## config.mk

```make
export PLATFORM = sky130hd
export DESIGN_NAME = contiguous_page_allocator_unit
export DESIGN_NICKNAME = d
export VERILOG_FILES = /design/src/hw/rtl/cpa_pkg.sv /design/src/hw/rtl/cpa_controller.sv /design/src/hw/rtl/cpa_datapath.sv /design/src/hw/rtl/contiguous_page_allocator_unit.sv
export SDC_FILE = /design/constraint.sdc
export NUM_CORES = 2
export LEC_CHECK = 0
export ABC_AREA = 1
export BUFFER_PORTS_ARGS = -buffer_cell sky130_fd_sc_hd__buf_4
export CORE_MARGIN = 3
export CORE_UTILIZATION = 35
export DETAILED_ROUTE_END_ITERATION = 8
export SYNTH_ARGS = -nofsm -noshare
export SYNTH_HDL_FRONTEND = slang
export SYNTH_SLANG_ARGS = --single-unit
```

## constraint.sdc

```tcl
create_clock -name clk -period 8.17 [get_ports clk]
set_input_delay 0.817 -clock clk [delete_from_list [all_inputs] [get_ports clk]]
set_output_delay 0.817 -clock clk [all_outputs]
set_load 0.01 [all_outputs]
```

## src/hw/rtl/cpa_pkg.sv

```systemverilog
package cpa_pkg;

	// Region geometry.
	localparam int REGION_PAGES    = 1024;
	localparam int PAGE_BYTES_LOG2 = 12;

	// Data widths.
	localparam int ADDR_W = 32;
	localparam int EXT_W  = 40;

	// The page map is kept in words of WORD_BITS pages.
	localparam int WORD_BITS = 32;
	localparam int LANE_W    = $clog2(WORD_BITS);
	localparam int NUM_WORDS = (REGION_PAGES + WORD_BITS - 1) / WORD_BITS;
	localparam int WIDX_W    = (NUM_WORDS > 1) ? $clog2(NUM_WORDS) : 1;
	localparam int PG_W      = WIDX_W + LANE_W;
	localparam int NP_W      = $clog2(REGION_PAGES + 1);
	localparam int LPG_W     = ADDR_W + 1 - PAGE_BYTES_LOG2;

	localparam logic [ADDR_W:0] PG_OFS_MASK =
		(ADDR_W + 1)'((64'd1 << PAGE_BYTES_LOG2) - 64'd1);
	localparam logic [EXT_W-1:0] REGION_BYTES =
		EXT_W'(64'(REGION_PAGES) << PAGE_BYTES_LOG2);

	// Request types.
	localparam logic REQ_ALLOC = 1'b0;
	localparam logic REQ_FREE  = 1'b1;

	// Result status codes.
	typedef enum logic [1:0] {
		ST_OK    = 2'd0,
		ST_INVAL = 2'd1,
		ST_NOMEM = 2'd2
	} status_t;

	// What the request check decides.
	typedef enum logic [2:0] {
		ACT_INVAL,
		ACT_NOMEM,
		ACT_TEST,
		ACT_SCAN,
		ACT_CLEAR
	} act_t;

	typedef enum logic [2:0] {
		S_IDLE,
		S_CHECK,
		S_SCAN,
		S_TEST,
		S_SET,
		S_CLEAR,
		S_DONE
	} ctl_state_t;

	typedef struct packed {
		logic load;
		logic check;
		logic scan_step;
		logic test_step;
		logic set_step;
		logic clear_step;
		logic publish;
	} cmd_t;

	typedef struct packed {
		act_t action;
		logic scan_hit;
		logic scan_last;
		logic range_last;
		logic conflict;
		logic out_free;
	} sts_t;

endpackage

```

## src/hw/rtl/cpa_controller.sv

```systemverilog
module cpa_controller import cpa_pkg::*; (
	input  logic clk,
	input  logic arst_n,
	input  logic in_valid,
	output logic in_ready,
	input  sts_t sts,
	output cmd_t cmd
);

	ctl_state_t state_q, state_nxt;

	// State register.
	always_ff @(posedge clk or negedge arst_n) begin
		if (!arst_n) begin
			state_q <= S_IDLE;
		end else begin
			state_q <= state_nxt;
		end
	end

	// Next state.
	always_comb begin
		state_nxt = state_q;
		case (state_q)
			S_IDLE: begin
				if (in_valid) state_nxt = S_CHECK;
			end
			S_CHECK: begin
				case (sts.action)
					ACT_TEST:  state_nxt = S_TEST;
					ACT_SCAN:  state_nxt = S_SCAN;
					ACT_CLEAR: state_nxt = S_CLEAR;
					default:   state_nxt = S_DONE;
				endcase
			end
			S_SCAN: begin
				if (sts.scan_hit) state_nxt = S_SET;
				else if (sts.scan_last) state_nxt = S_DONE;
			end
			S_TEST: begin
				if (sts.conflict) state_nxt = S_DONE;
				else if (sts.range_last) state_nxt = S_SET;
			end
			S_SET, S_CLEAR: begin
				if (sts.range_last) state_nxt = S_DONE;
			end
			S_DONE: begin
				if (sts.out_free) state_nxt = S_IDLE;
			end
			default: state_nxt = S_IDLE;
		endcase
	end

	// Commands to the datapath.
	always_comb begin
		in_ready       = (state_q == S_IDLE);
		cmd            = '0;
		cmd.load       = (state_q == S_IDLE) && in_valid;
		cmd.check      = (state_q == S_CHECK);
		cmd.scan_step  = (state_q == S_SCAN);
		cmd.test_step  = (state_q == S_TEST);
		cmd.set_step   = (state_q == S_SET);
		cmd.clear_step = (state_q == S_CLEAR);
		cmd.publish    = (state_q == S_DONE) && sts.out_free;
	end

endmodule

```

## src/hw/rtl/cpa_datapath.sv

```systemverilog
module cpa_datapath import cpa_pkg::*; (
	input  logic              clk,
	input  logic              arst_n,
	input  cmd_t              cmd,
	output sts_t              sts,
	input  logic              cfg_wr_en,
	input  logic [ADDR_W-1:0] cfg_wr_data,
	input  logic              req_type,
	input  logic              fixed_place,
	input  logic [ADDR_W-1:0] req_address,
	input  logic [ADDR_W-1:0] length_bytes,
	output logic              out_valid,
	input  logic              out_ready,
	output logic [1:0]        status,
	output logic [ADDR_W-1:0] result_address
);

	logic [ADDR_W-1:0]    base_q;
	logic                 type_q;
	logic                 fixed_q;
	logic [ADDR_W-1:0]    addr_q;
	logic [ADDR_W-1:0]    len_q;
	logic [WORD_BITS-1:0] map_q [NUM_WORDS];
	logic [WIDX_W-1:0]    w_q;
	logic [NP_W-1:0]      run_q;
	logic [NP_W-1:0]      np_q;
	logic [PG_W-1:0]      first_q;
	logic [PG_W-1:0]      last_q;
	status_t              st_q;
	logic                 out_valid_q;
	logic [1:0]           status_q;
	logic [ADDR_W-1:0]    raddr_q;

	// Request check signals.
	logic [ADDR_W:0]    len_round;
	logic [LPG_W-1:0]   np_full;
	logic [EXT_W-1:0]   size_x;
	logic [EXT_W-1:0]   addr_x;
	logic [EXT_W-1:0]   base_x;
	logic [EXT_W-1:0]   off_x;
	logic               addr_ok;
	logic [PG_W-1:0]    start_pg;
	logic [NP_W-1:0]    np_eff;
	logic [PG_W-1:0]    last_pg;
	act_t               action;

	// Map word signals.
	logic [WORD_BITS-1:0] word;
	logic [WORD_BITS-1:0] free_bits;
	logic [WORD_BITS-1:0] rng_mask;
	logic [WORD_BITS-1:0] hit;
	logic [NP_W:0]        run_bit [WORD_BITS];
	logic [LANE_W-1:0]    hit_idx;
	logic [PG_W-1:0]      end_pg;
	logic [PG_W-1:0]      found_pg;

	// Configuration register.
	always_ff @(posedge clk or negedge arst_n) begin
		if (!arst_n) begin
			base_q <= '0;
		end else if (cfg_wr_en) begin
			base_q <= cfg_wr_data;
		end
	end

	// Request capture.
	always_ff @(posedge clk) begin
		if (cmd.load) begin
			type_q  <= req_type;
			fixed_q <= fixed_place;
			addr_q  <= req_address;
			len_q   <= length_bytes;
		end
	end

	// Length rounding, address range and alignment checks.
	always_comb begin
		len_round = {1'b0, len_q} + PG_OFS_MASK;
		np_full   = len_round[ADDR_W:PAGE_BYTES_LOG2];
		if (type_q == REQ_FREE) size_x = EXT_W'(len_q);
		else size_x = EXT_W'(np_full) << PAGE_BYTES_LOG2;
		addr_x  = EXT_W'(addr_q);
		base_x  = EXT_W'(base_q);
		off_x   = addr_x - base_x;
		addr_ok = (addr_x >= base_x) && (size_x <= REGION_BYTES) &&
			(off_x <= REGION_BYTES - size_x) && (addr_q[PAGE_BYTES_LOG2-1:0] == '0);
		start_pg = PG_W'(off_x >> PAGE_BYTES_LOG2);
		np_eff   = NP_W'(np_full);
		last_pg  = start_pg + PG_W'(np_eff) - PG_W'(1);

		if (len_q == '0) begin
			action = ACT_INVAL;
		end else if (type_q == REQ_ALLOC) begin
			if (np_full > LPG_W'(REGION_PAGES)) action = ACT_NOMEM;
			else if (!fixed_q) action = ACT_SCAN;
			else if (!addr_ok) action = ACT_INVAL;
			else action = ACT_TEST;
		end else begin
			if ((addr_q == '0) || !addr_ok) action = ACT_INVAL;
			else action = ACT_CLEAR;
		end
	end

	// Current map word, its free pages and the pages of the active range.
	always_comb begin
		logic [PG_W-1:0] pg;
		word = map_q[w_q];
		for (int i = 0; i < WORD_BITS; i++) begin
			pg           = {w_q, LANE_W'(i)};
			free_bits[i] = !word[i] && (32'(pg) < 32'(REGION_PAGES));
			rng_mask[i]  = (pg >= first_q) && (pg <= last_q);
		end
	end

	// Free run length ending at each page of the word, carried in from below.
	always_comb begin
		logic              seen;
		logic [LANE_W-1:0] lu;
		for (int i = 0; i < WORD_BITS; i++) begin
			seen = 1'b0;
			lu   = '0;
			for (int j = 0; j < WORD_BITS; j++) begin
				if (j <= i && !free_bits[j]) begin
					seen = 1'b1;
					lu   = LANE_W'(j);
				end
			end
			if (seen) run_bit[i] = (NP_W + 1)'(LANE_W'(i) - lu);
			else run_bit[i] = {1'b0, run_q} + (NP_W + 1)'(i + 1);
			hit[i] = (run_bit[i] >= {1'b0, np_q});
		end
		hit_idx = '0;
		for (int i = WORD_BITS - 1; i >= 0; i--) begin
			if (hit[i]) hit_idx = LANE_W'(i);
		end
		end_pg   = {w_q, hit_idx};
		found_pg = end_pg - PG_W'(np_q) + PG_W'(1);
	end

	// Status to the controller.
	always_comb begin
		sts.action     = action;
		sts.scan_hit   = |hit;
		sts.scan_last  = (32'(w_q) == 32'(NUM_WORDS - 1));
		sts.range_last = (w_q == last_q[PG_W-1:LANE_W]);
		sts.conflict   = |(word & rng_mask);
		sts.out_free   = !out_valid_q || out_ready;
	end

	// Map walk, run tracking and status.
	always_ff @(posedge clk or negedge arst_n) begin
		if (!arst_n) begin
			for (int k = 0; k < NUM_WORDS; k++) map_q[k] <= '0;
		end else if (cmd.set_step) begin
			map_q[w_q] <= word | rng_mask;
		end else if (cmd.clear_step) begin
			map_q[w_q] <= word & ~rng_mask;
		end
	end

	always_ff @(posedge clk) begin
		if (cmd.check) begin
			first_q <= start_pg;
			last_q  <= last_pg;
			np_q    <= np_eff;
			run_q   <= '0;
			if (action == ACT_SCAN) w_q <= '0;
			else w_q <= start_pg[PG_W-1:LANE_W];
			case (action)
				ACT_INVAL: st_q <= ST_INVAL;
				ACT_NOMEM: st_q <= ST_NOMEM;
				default:   st_q <= ST_OK;
			endcase
		end else if (cmd.scan_step) begin
			if (|hit) begin
				first_q <= found_pg;
				last_q  <= end_pg;
				w_q     <= found_pg[PG_W-1:LANE_W];
			end else begin
				run_q <= NP_W'(run_bit[WORD_BITS-1]);
				w_q   <= w_q + WIDX_W'(1);
				if (sts.scan_last) st_q <= ST_NOMEM;
			end
		end else if (cmd.test_step) begin
			if (sts.conflict) st_q <= ST_NOMEM;
			else if (sts.range_last) w_q <= first_q[PG_W-1:LANE_W];
			else w_q <= w_q + WIDX_W'(1);
		end else if (cmd.set_step || cmd.clear_step) begin
			w_q <= w_q + WIDX_W'(1);
		end
	end

	// Output register.
	always_ff @(posedge clk or negedge arst_n) begin
		if (!arst_n) begin
			out_valid_q <= 1'b0;
		end else if (cmd.publish) begin
			out_valid_q <= 1'b1;
		end else if (out_ready) begin
			out_valid_q <= 1'b0;
		end
	end

	always_ff @(posedge clk) begin
		if (cmd.publish) begin
			status_q <= st_q;
			if (st_q == ST_OK && type_q == REQ_ALLOC)
				raddr_q <= base_q + (ADDR_W'(first_q) << PAGE_BYTES_LOG2);
			else
				raddr_q <= '0;
		end
	end

	assign out_valid      = out_valid_q;
	assign status         = status_q;
	assign result_address = raddr_q;

endmodule

```

## src/hw/rtl/contiguous_page_allocator_unit.sv

```systemverilog
// Channel   Handshake              Payload
// in        in_valid / in_ready    req_type, fixed_place, req_address, length_bytes
// out       out_valid / out_ready  status, result_address
// cfg       cfg_wr_en              cfg_wr_data (region_base)
//
// One request at a time: the request is accepted while idle and checked, then any map
// words it needs are walked in turn, then the output register is loaded once free.
// A first-fit search walks the map words from the lowest; marking or clearing a
// run steps through each map word it touches.
// The page map is 32 words of 32 flip-flops, cleared to free at reset.
// A finished result waits in the output register while the next request runs.
module contiguous_page_allocator_unit import cpa_pkg::*; (
	input  logic              clk,
	input  logic              arst_n,
	input  logic              cfg_wr_en,
	input  logic [ADDR_W-1:0] cfg_wr_data,
	input  logic              in_valid,
	output logic              in_ready,
	input  logic              req_type,
	input  logic              fixed_place,
	input  logic [ADDR_W-1:0] req_address,
	input  logic [ADDR_W-1:0] length_bytes,
	output logic              out_valid,
	input  logic              out_ready,
	output logic [1:0]        status,
	output logic [ADDR_W-1:0] result_address
);

	cmd_t cmd;
	sts_t sts;

	// Sequencer.
	cpa_controller u_ctl (
		.clk      (clk),
		.arst_n   (arst_n),
		.in_valid (in_valid),
		.in_ready (in_ready),
		.sts      (sts),
		.cmd      (cmd)
	);

	// Page map and request datapath.
	cpa_datapath u_dp (
		.clk            (clk),
		.arst_n         (arst_n),
		.cmd            (cmd),
		.sts            (sts),
		.cfg_wr_en      (cfg_wr_en),
		.cfg_wr_data    (cfg_wr_data),
		.req_type       (req_type),
		.fixed_place    (fixed_place),
		.req_address    (req_address),
		.length_bytes   (length_bytes),
		.out_valid      (out_valid),
		.out_ready      (out_ready),
		.status         (status),
		.result_address (result_address)
	);

endmodule

```

==> results.txt <==
- Bufs on Longest Clock Path: 3
- Final setup vio count: 13
* Required time worst endpoint: 8700 ps
- Fraction of the yosys area taken by sequential cells: 0.408
- The clock arrives with 68.8 ps of skew.
- STA puts the critical path data arrival time at 9890 ps.
- The wire-length estimate of the detail-placed layout is 200000 um.
- The synthesized design contains 138 enable-type register cells.
- Derived from the worst setup path, the maximum achievable clock frequency is 107 MHz.
* Reg-to-reg setup timing slack: -1180 ps
- Once routing completed, OpenROAD measured the worst setup slack at -1180 ps.
- Measured against its own limit, the worst slew margin works out to 0.121.
- Maximum fanout count along the critical path: 8
- Drt total wl: 299000 um
- Worst R2R Path Depth: 77
* Overall die area: 222000 sq um
* Via count of the first global-routing pass: 70400
- Clock slew seen by the registers of the worst setup and hold paths: 60 ps
* Unrepaired setup endpoints after global routing: true
- The synthesized design contains 1209 register bits.
* Congestion Overflow GR: 0
- Capturing point of the worst reg2reg path: u_dp.w_q[2]
- In this run, CTS created clock tree buffers numbering 141.
- Dividing the final minimum period by the clock period gives 1.14.
* Largest net degree at the start of global routing: 182
* Syn Area/Cell: 7.68 sq um
- Synthesis-to-layout area growth: 19.8%
- Remaining DRCs: 0
* Worst Hold Class: in2async
- Synthesized netlist net count: 10500
- The die is 471 um tall.
* Async set-reset flop share out of synthesis: 0.877
- The number of different library cells used by synthesis comes to 73.
- TritonCTS built the clock tree.
- STA classifies the critical path endpoint as a register.
- At the end of routability-driven placement, the weighted congestion stood at 1.04.
* Area of the mapped netlist: 75700 sq um
* # rows: 170
- Top_reg_cell synth: sky130_fd_sc_hd__dfrtp_1
- The critical path is of the reg2reg type.
* Dominant cell type by count on the critical path: sky130_fd_sc_hd__nand2_1
* Dpl cells: 13100
- Pin placement for this block handled 139 I/O pins.
- The finished layout holds 13400 standard cells, fillers aside.
* Hold Violations, Final: 0
* Worst-Skew Late Latency: 810 ps
* Number of buffers inserted by hold repair at cts: 0
- The total count of max-transition violations in the final report is 0.
- Total number of vias: 73400
* Number of antenna violations at the first check in global routing: 1
- Detailed Routing Iterations Pass 1: 8
* Vias per inst: 5.49
- DP Area: 84500 sq um
* Status: finished with violations
- Starting density of the core: 0.352
- Port-buffer cells: 138
- The tree built by TritonCTS fans out to 1209 sinks.
- Detailed router's first-iteration violation count: 8548
* CP peak stage delay: 460 ps
- Element type at the critical path start: register
- Number of instances in the synthesized netlist: 9849
- At the pin with the least slew margin, the transition time is 1300 ps.
- Setup Slack @ Placement: -1340 ps
- The first global-routing pass estimated 446000 um of wire.
- The core region is 215000 sq um.
- Fraction of layout cells with a size suffix above 1: 0.148
- Final instance area: 90700 sq um
* Critical-path cell with the highest stage delay: sky130_fd_sc_hd__edfxtp_1
- Max-cap violations in this run came to 0.
- Root buffer cell: sky130_fd_sc_hd__clkbuf_16
- After routing, the total negative slack on setup checks comes to -9920 ps.
- In the final routed layout, each cell accounts on average for 22.3 um.
* Startpoint of the worst-slack reg-to-reg timing path: u_dp.w_q[0]
- Total GRT Usage: 0.262
* Shortest period the worst path allows: 9350 ps
- Yosys warns: 0
- Number of nets in the finished design: 11100
- Violations in the final reports: setup timing
- In this run the horizontal extent of the chip is 471 um.
- H-Tree Level Count: 4
- Antenna viol nets, final: 0
[cell families after synthesis]
group	Yosys count	share of synthesized area
AOI/OAI and AO/OA	2674	0.192
xor gates and xnor gates	248	0.0287
adders and majority gates	531	0.0882
buffers and inverters	1468	0.0823
DFF	1209	0.408
and+or+nand+nor	3719	0.200
[cells in the final DEF, fill, tap and decap left out, types with 14 or more instances in the layout]
master                      instances
sky130_fd_sc_hd__o21ai_2           25
sky130_fd_sc_hd__nor2_1           878
sky130_fd_sc_hd__a21oi_1          469
sky130_fd_sc_hd__xor2_1           214
sky130_fd_sc_hd__clkbuf_8          27
sky130_fd_sc_hd__a211oi_1          27
sky130_fd_sc_hd__dfrtp_1         1060
sky130_fd_sc_hd__clkbuf_1          31
sky130_fd_sc_hd__o221ai_1          33
sky130_fd_sc_hd__nand3_1          265
sky130_fd_sc_hd__o21ai_1          143
sky130_fd_sc_hd__clkinv_2          23
sky130_fd_sc_hd__a22o_1            23
sky130_fd_sc_hd__inv_1            822
sky130_fd_sc_hd__nand4_1           63
sky130_fd_sc_hd__o22ai_1          126
sky130_fd_sc_hd__o211ai_1          30
sky130_fd_sc_hd__o31ai_1          100
sky130_fd_sc_hd__a31oi_1           26
sky130_fd_sc_hd__nor3_1            51
sky130_fd_sc_hd__buf_12            47
sky130_fd_sc_hd__nor2_4            38
sky130_fd_sc_hd__or2_1             14
sky130_fd_sc_hd__or2_2             19
sky130_fd_sc_hd__edfxtp_1         138
sky130_fd_sc_hd__ha_1             523
sky130_fd_sc_hd__buf_4            943
sky130_fd_sc_hd__inv_2             44
sky130_fd_sc_hd__o21ai_0         1527
sky130_fd_sc_hd__a21oi_2           16
sky130_fd_sc_hd__clkbuf_16        143
sky130_fd_sc_hd__nand2_2           61
sky130_fd_sc_hd__clkinv_1          20
sky130_fd_sc_hd__nand2_1         2215
sky130_fd_sc_hd__a21boi_0          38
sky130_fd_sc_hd__nor2_2            39
sky130_fd_sc_hd__xnor2_1           29
sky130_fd_sc_hd__nor4_1            21
[layout make-up]
class | instances | area, sq um
repair buffers | 1013 | 8480
clock buffers | 199 | 4020
fillers | 21600 | 124000
multi-input cells | 7172 | 39500
inverters | 888 | 3370
repair inverters | 3 | 28.8
diodes | 2 | 5.00
well taps | 2838 | 3550
flip-flops and latches | 1209 | 30900
clock inverters | 57 | 852
[worst max path at each step]
| stage | end | startpoint | depth (start not counted) | slack [ps] |
|---|---|---|---|---|
| after floorplan | u_dp.w_q[4] | u_dp.w_q[0] | 91 | -220 |
| after global placement | u_dp.w_q[4] | u_dp.w_q[1] | 84 | -1310 |
| after detailed placement | u_dp.w_q[4] | u_dp.w_q[1] | 71 | -1340 |
| after CTS | u_dp.w_q[4] | u_dp.w_q[0] | 77 | -950 |
| after global routing | u_dp.w_q[2] | u_dp.w_q[0] | 93 | -1790 |
| final | u_dp.w_q[2] | u_dp.w_q[0] | 77 | -1180 |
[synthesized netlist by cell type (all sizes together), types with 28 or more instances]
cell type  instances  share of area
a211oi            28         0.0028
nor3              58         0.0038
inv              869          0.043
or2               37         0.0031
o22ai            130          0.011
edfxtp           138          0.055
xor2             218          0.025
dfrtp           1060           0.35
a21boi            40         0.0040
o221ai            35         0.0041
clkbuf           405          0.020
o21ai           1700           0.11
nand2           2284           0.11
o211ai            30         0.0030
nand4             66         0.0058
o31ai            103          0.010
ha               527          0.087
nor2             955          0.049
nor4              30         0.0042
a21oi            490          0.033
nand3            277          0.019
xnor2             30         0.0035
buf              175          0.018
[metrics by stage]
step,utilization,hold WS (ps)
finish,0.422,67.1
global route,0.422,120
CTS,0.419,70.7
detailed placement,0.393,464
global placement,0.393,457
floorplan,-,427
[layer usage]
metal | GRT usage | part of all wire | wire length [um]
met5 | 0 | 0.000033 | 10
met2 | 0.400 | 0.43 | 130000
met3 | 0.0430 | 0.082 | 24400
met1 | 0.360 | 0.43 | 129000
met4 | 0.125 | 0.052 | 15600
[sequential cells by signal, summed over array words and instances, names as in the netlist, 2 cells and up]
register             cells
u_dp.status              2
u_dp.map_q            1024
u_dp.first_q            10
u_dp.run_q              11
u_dp.st_q                2
u_ctl.state_q            3
u_dp.result_address     32
u_dp.base_q             32
u_dp.addr_q             32
u_dp.np_q               11
u_dp.len_q              32
u_dp.w_q                 5
u_dp.last_q             10
[repair_timing]
action,CTS,global route
setup endpoints to repair,14,48
pin swaps,54,59
gates resized for setup,97,131
gates cloned,9,3
buffers inserted,29,15
[critical path, delay by kind of cell, from the launching register on]
| kind | cells | cell delay (ps) |
|---|---|---|
| AOI/OAI and AO/OA | 25 | 3280 |
| DFF | 1 | 460 |
| and+or+nand+nor | 34 | 2680 |
| buffers and inverters | 13 | 1340 |
| adders and majority gates | 5 | 1340 |
Power is not shown: default switching activity piles up to over one toggle a cycle in this logic, so the estimate is an artifact.
